===== config.mk =====
export PLATFORM = sky130hd
export DESIGN_NAME = fvgc_queue
export DESIGN_NICKNAME = d
export VERILOG_FILES = /design/src/rtl/core/fvgc_pkg.sv /design/src/rtl/core/fvgc_queue.sv
export SDC_FILE = /design/constraint.sdc
export NUM_CORES = 1
export LEC_CHECK = 0
export BUFFER_PORTS_ARGS = -buffer_cell sky130_fd_sc_hd__buf_2
export CAP_MARGIN = 20
export CORE_AREA = 2 2 205 207
export DETAILED_ROUTE_END_ITERATION = 12
export DIE_AREA = 0 0 207 209
export GPL_ROUTABILITY_DRIVEN = 1
export GPL_TIMING_DRIVEN = 0
export PLACE_DENSITY = 0.83
export SLEW_MARGIN = 20
export SYNTH_ARGS = -nofsm -noshare
export SYNTH_HDL_FRONTEND = slang
export SYNTH_SLANG_ARGS = --single-unit

===== constraint.sdc =====
create_clock -name clk -period 5.8 [get_ports clk]
set_clock_uncertainty 0.05 [all_clocks]
set_input_delay 0.29 -clock clk [delete_from_list [all_inputs] [get_ports clk]]
set_output_delay 0.29 -clock clk [all_outputs]
set_load 0.1 [all_outputs]

===== src/rtl/core/fvgc_pkg.sv =====
// Shared types and constants for the field vector glyph classifier.
`timescale 1ns / 1ps

package fvgc_pkg;

	// One sampled field point as it enters the block.
	typedef struct packed {
		logic signed [31:0] electric_x;
		logic signed [31:0] electric_y;
		logic signed [31:0] electric_z;
		logic signed [31:0] magnetic_x;
		logic signed [31:0] magnetic_y;
		logic signed [31:0] magnetic_z;
		logic               sample_valid;
		logic        [14:0] point_index;
	} in_item_t;

	// One glyph as it leaves the block.
	typedef struct packed {
		logic        [14:0] glyph_index;
		logic signed [15:0] direction_x;
		logic signed [15:0] direction_y;
		logic signed [15:0] direction_z;
		logic        [31:0] field_magnitude;
		logic        [31:0] glyph_length;
	} out_item_t;

	// Configuration register file contents.
	typedef struct packed {
		logic        observed_field;
		logic [1:0]  scaling_mode;
		logic [31:0] mag_floor;
		logic [31:0] mag_ceiling;
		logic [31:0] ref_mag;
		logic [31:0] visual_length;
	} cfg_t;

	// A kept point handed from the front part to the back part.
	typedef struct packed {
		logic [14:0]      index;
		logic [2:0]       neg;
		logic [2:0][31:0] abs_c;
		logic [31:0]      magnitude;
	} mid_item_t;

	// Register indexes of the configuration port.
	localparam int unsigned CFG_INDEX_W = 3;
	localparam logic [CFG_INDEX_W-1:0] REG_OBSERVED_FIELD = 3'd0;
	localparam logic [CFG_INDEX_W-1:0] REG_SCALING_MODE   = 3'd1;
	localparam logic [CFG_INDEX_W-1:0] REG_MAG_FLOOR      = 3'd2;
	localparam logic [CFG_INDEX_W-1:0] REG_MAG_CEILING    = 3'd3;
	localparam logic [CFG_INDEX_W-1:0] REG_REF_MAG        = 3'd4;
	localparam logic [CFG_INDEX_W-1:0] REG_VISUAL_LENGTH  = 3'd5;

	// Scaling mode codes.
	localparam logic [1:0] SCALE_CONSTANT = 2'd0;
	localparam logic [1:0] SCALE_LINEAR   = 2'd1;
	localparam logic [1:0] SCALE_LOG      = 2'd2;

	// Reset values of the configuration registers.
	localparam logic [31:0] RST_MAG_CEILING   = 32'hFFFF_FFFF;
	localparam logic [31:0] RST_REF_MAG       = 32'h0001_0000;
	localparam logic [31:0] RST_VISUAL_LENGTH = 32'h0001_0000;

	// log10(2) in Q0.32.
	localparam logic [31:0] LOG10_2_Q32 = 32'h4D10_4D42;

	// Reciprocal of 50 scaled by 2^37, rounded up; exact for 32-bit operands.
	localparam logic [31:0] DIV50_RECIP = 32'd2748779070;

	localparam int unsigned QUEUE_DEPTH_DEFAULT = 4;

endpackage


===== src/rtl/core/fvgc_queue.sv =====
// Short queue of kept points between the front and back parts.
`timescale 1ns / 1ps

module fvgc_queue #(
	parameter int unsigned DEPTH = fvgc_pkg::QUEUE_DEPTH_DEFAULT
) (
	input  logic                clk,
	input  logic                arst_n,
	input  logic                push,
	input  fvgc_pkg::mid_item_t push_data,
	input  logic                pop,
	output fvgc_pkg::mid_item_t head,
	output logic                full,
	output logic                empty
);

	localparam int unsigned AW = (DEPTH > 1) ? $clog2(DEPTH) : 1;
	localparam int unsigned CW = $clog2(DEPTH + 1);

	fvgc_pkg::mid_item_t entry_q [DEPTH];
	logic [AW-1:0]       wr_ptr_q, rd_ptr_q;
	logic [CW-1:0]       count_q;

	assign full  = (count_q == CW'(DEPTH));
	assign empty = (count_q == '0);
	assign head  = entry_q[rd_ptr_q];

	// Pointers and fill count.
	always_ff @(posedge clk or negedge arst_n) begin
		if (!arst_n) begin
			wr_ptr_q <= '0;
			rd_ptr_q <= '0;
			count_q  <= '0;
		end else begin
			if (push) begin
				wr_ptr_q <= (wr_ptr_q == AW'(DEPTH - 1)) ? '0 : wr_ptr_q + 1'b1;
			end
			if (pop) begin
				rd_ptr_q <= (rd_ptr_q == AW'(DEPTH - 1)) ? '0 : rd_ptr_q + 1'b1;
			end
			if (push && !pop) begin
				count_q <= count_q + 1'b1;
			end else if (pop && !push) begin
				count_q <= count_q - 1'b1;
			end
		end
	end

	// Entry storage.
	always_ff @(posedge clk) begin
		if (push) begin
			entry_q[wr_ptr_q] <= push_data;
		end
	end

endmodule


# == Yosys cells after proc, flatten, opt, wreduce, memory -nomap -nowiden ==
# Memories as Yosys holds them, arrays and structs flattened.
# Index checks and enable logic that the tools add are counted.
# word_totals
input_bits,150
mem_bits_rw,584
elab_cells,23
reg_bits,7
rom_bits,0
latch_bits,0
n_memories,1
# memory_table
name,words,width,rd,rd_clocked_by_memory_dff,wr,line,source
entry_q,4,146,1,0,1,fvgc_queue.sv:20,fvgc_pkg::mid_item_t entry_q [DEPTH];
# op_classes
add_sub_neg,4
bitwise,0
n_div,0
multipliers,0
magnitude_cmp,0
n_shift,0
eq_ne,3
muxes,6
reduce_logical,6
# op_table
cell,count
3-bit 2-to-1 mux,2
"2-bit by 1-bit adder with 2-bit output, second input constant",2
"2-bit == test, second input constant",2
2-bit 2-to-1 mux,2
"3-bit by 1-bit adder with 3-bit output, second input constant",1
"3-bit == test, second input constant",1
3-bit zero test,1
"3-bit by 1-bit subtractor with 3-bit output, second input constant",1
1-bit logical AND,2
1-bit zero test,2
1-bit 2-to-1 mux,2
2-bit nonzero test,1

# == Longest topological paths before layout ==
# logic_depth
ltp_word,4
depth_mapped,7
depth_no_buf,7

# == Worst setup path before layout ==
# No wires, ideal clock.
# synth_path
path_kind,register to register
from,register wr_ptr_q[0]
to,"memory entry_q[0][0] (netlist name), enable pin"
stages_incl_launch_ff,4
t_arrival_ps,3964
setup_slack_ps,1264
required_ps,5228
path_buffers,0
period_less_slack_ps,4536
path_cell_list,dfrtp_1 > inv_1 > ha_1 > and2_1
# synth_lines
item,line,source
from (decl),fvgc_queue.sv:21,"logic [AW-1:0] wr_ptr_q, rd_ptr_q;"
from (signal assigned),fvgc_queue.sv:36,wr_ptr_q <= (wr_ptr_q == AW'(DEPTH - 1)) ? '0 : wr_ptr_q + 1'b1;
to (decl),fvgc_queue.sv:20,
# No word-level cell before the write port.

==> key figures <==
Outcome
  – Status: completed

Setup path
  – Data arrival time of the worst path: between 2 and 3 ns
  – Capture point of the worst reg-to-reg path: entry_q[2][46]$_DFFE_PP_
  – Startpoint kind of the worst setup timing path: flop
  – Flop2flop setup slack: between 3 and 4 ns
  – Endpoint class of the critical path: output port
  – R2r startpoint: wr_ptr_q[0]$_DFFE_PN0P_
  – End point of the critical path: head[12]
  – Setup crit start: rd_ptr_q[1]$_DFFE_PN0P_
  – Maximum fanout along the worst path: 10
  – Required @ worst endpoint: ~5.5 ns
  – Number of cells on the worst reg-to-reg path: 5
  – Crit path kind: reg2out

Timing
  – Hold Fails Final Rpt: 0
  – Minimum period implied by the final worst setup slack: 3.20 ns
  – Final setup violation count: 0
  – Final WS setup: 2.60 ns
  – Pins Over Slew Limit: 0
  – Max Freq: roughly 0.31 GHz
  – Period Utilization, post-route: a little under three fifths
  – Worst-margin pin slew: roughly 0.84 ns
  – Post-route setup TNS: 0 ns
  – Worst relative slew slack: ~44%
  – RSZ-0062 raised after global routing: false

Floorplanning
  – Starting Density: a little over half
  – Floorplan row count: 75
  – Area inside the core boundary: 41300 sq um
  – Area of the die: approximately 43000 sq um
  – Width of the chip: just over 200 um
  – Number of primary I/O pins: slightly below 300
  – Die Span Y: 209 um

Logic synthesis
  – Unique masters post-synth: 21
  – Cell area after synthesis: 21600 sq um
  – Mapped Avg Cell Area: between 20 and 30 sq um
  – Number of instances in the synthesized netlist: 800
  – Part of the Yosys area used for sequential elements: 82.0%
  – Net Count, Synth: roughly 960
  – Register bit count reported by yosys: ~590
  – Synth warn: 0

Placement
  – Number of input and output port buffers inserted: approximately 300
  – Last weighted congestion value of the routability-driven placer: just over 0.7
  – DPL Wire Length: between 20 and 30 mm
  – Worst Setup Slack post-DPL: 3.13 ns

Routing
  – Antenna-violating nets left: 0
  – Via count: around 10000
  – First-pass DRT Iterations: 5
  – DR DRC count: 0
  – Routed via count divided by cell count: ~5.5
  – Routed WL per cell: about 23 um
  – Routed WL: about 44 mm
  – DRC marker count from the first detailed-route iteration: between 700 and 800

CTS
  – Resized Gates After CTS: 0
  – Largest buffer count on any clock path: 3
  – Worst skew pair latency: just under 0.6 ns
  – Post-CTS repair timing setup buffer count: 0
  – Clock tree root driver cell: sky130_fd_sc_hd__clkbuf_16
  – TritonCTS clock tree: yes
  – Reg clk slew, reported paths: roughly 0.06 ns
  – Total number of clock tree sinks: 591
  – Number of buffers added to fix hold violations after cts: 150
  – Number of buffers created by CTS: 55
  – Maximum level of the CTS H-tree: 2

Cells and area
  – Final Net Count: 1473
  – Layout-stage area growth over the synthesis result: 26.5%
  – Highest-count cells in the layout ignoring fill and taps: sky130_fd_sc_hd__edfxtp_1 (584), sky130_fd_sc_hd__buf_2 (312), sky130_fd_sc_hd__dlygate4sd3_1 (150), sky130_fd_sc_hd__mux4_2 (146), sky130_fd_sc_hd__clkbuf_16 (57)
  – Most common cell after layout, fill and taps aside: sky130_fd_sc_hd__edfxtp_1
  – Finished Core Util: around 66%
  – Layout cell share with drive strength beyond 1: 41.9%

GRT
  – Initial antenna violation count: 1
  – Vias in the first global route: 11533
  – Total gr overflow: 0
  – Largest net degree at the start of global routing: just under 50
  – First-pass GRT wire length: 67.2 mm
  – Global routing usage summed across all routing layers: 20.6%

Worst hold path
  – Tightest Hold Check Type: in2reg

Flow run
  – Max Cap Violations: 0
-- stage by stage --
stage	instance area (sq um)	hold slack, ns	instances
finish	27300	0.396	1899
floorplan	21600	-0.0556	800
detailed placement	24100	0.0853	1648
CTS	27300	0.353	1898
global route	27300	0.380	1899
global placement	23800	0.0809	1636
-- critical path: stages, from the launching register on --
cell and delay (ns):
sky130_fd_sc_hd__dfrtp_1 0.40, sky130_fd_sc_hd__clkbuf_1 0.65, sky130_fd_sc_hd__buf_2 0.44, sky130_fd_sc_hd__mux4_2 0.33
sky130_fd_sc_hd__buf_2 0.45
-- metal layers --
metal	track usage [%]	share of wire, %
met4	7.12	2.6
met2	34.6	51
met1	26.3	39
met5	0	0
met3	5.29	7.5
-- cells in the mapped netlist --
cell | number | area share, %
sky130_fd_sc_hd__nor3_1 | 1 | 0.023
sky130_fd_sc_hd__o21ai_0 | 2 | 0.046
sky130_fd_sc_hd__mux2_2 | 3 | 0.16
sky130_fd_sc_hd__buf_2 | 15 | 0.35
sky130_fd_sc_hd__dfrtp_1 | 7 | 0.81
sky130_fd_sc_hd__inv_1 | 4 | 0.070
sky130_fd_sc_hd__xnor2_1 | 1 | 0.041
sky130_fd_sc_hd__ha_1 | 6 | 0.35
sky130_fd_sc_hd__mux4_2 | 146 | 15
sky130_fd_sc_hd__xor2_1 | 2 | 0.081
sky130_fd_sc_hd__buf_4 | 1 | 0.035
sky130_fd_sc_hd__buf_1 | 1 | 0.017
sky130_fd_sc_hd__buf_6 | 4 | 0.21
sky130_fd_sc_hd__buf_12 | 11 | 1.0
sky130_fd_sc_hd__nor2_1 | 3 | 0.052
sky130_fd_sc_hd__fa_1 | 1 | 0.093
sky130_fd_sc_hd__nand2_1 | 2 | 0.035
sky130_fd_sc_hd__and2_1 | 4 | 0.12
sky130_fd_sc_hd__nor3b_1 | 1 | 0.035
sky130_fd_sc_hd__clkbuf_1 | 1 | 0.017
sky130_fd_sc_hd__edfxtp_1 | 584 | 81
-- worst min-delay path by stage --
stage                              start                         to  slack (ns)  cells after the start
after floorplan                   arst_n     count_q[0]$_DFFE_PN0P_       -0.06                      0
after global placement            arst_n     count_q[2]$_DFFE_PN0P_        0.08                      1
after detailed placement          arst_n     count_q[2]$_DFFE_PN0P_        0.09                      1
after CTS                 push_data[123]  entry_q[2][123]$_DFFE_PP_        0.35                      2
after global routing       push_data[95]   entry_q[3][95]$_DFFE_PP_        0.38                      2
final                     push_data[119]  entry_q[0][119]$_DFFE_PP_        0.40                      2
-- area by class of cell --
class | instances | area, sq um
antenna | 1 | 2.50
buffer | 33 | 355
clock buffer | 67 | 1460
clock inverter | 33 | 251
fill | 2570 | 14000
inverter | 4 | 15.0
multi-input combinational | 172 | 3520
sequential | 591 | 17700
tap | 539 | 674
timing repair buffer | 459 | 3310
-- cells by family (layout without fill, tap and decap cells) --
logic type      count (synthesis)  after routing  share of synthesized area (%)
fa+ha+maj                       7              7                          0.440
flops                         591            591                           82.0
simple gates                   11             11                          0.261
mux                           149            149                           15.4
xor+xnor                        3              3                          0.122
other cells                     0              1                              0
compound gates                  2              2                         0.0464
buf+inv                        37            596                           1.72
-- registers in the layout, summed over array words and instances (netlist names) --
name and flops:
count_q 3, wr_ptr_q 2, entry_q 584, rd_ptr_q 2
Power is not shown: default switching activity piles up to over one toggle a cycle in this logic, so the estimate is an artifact.
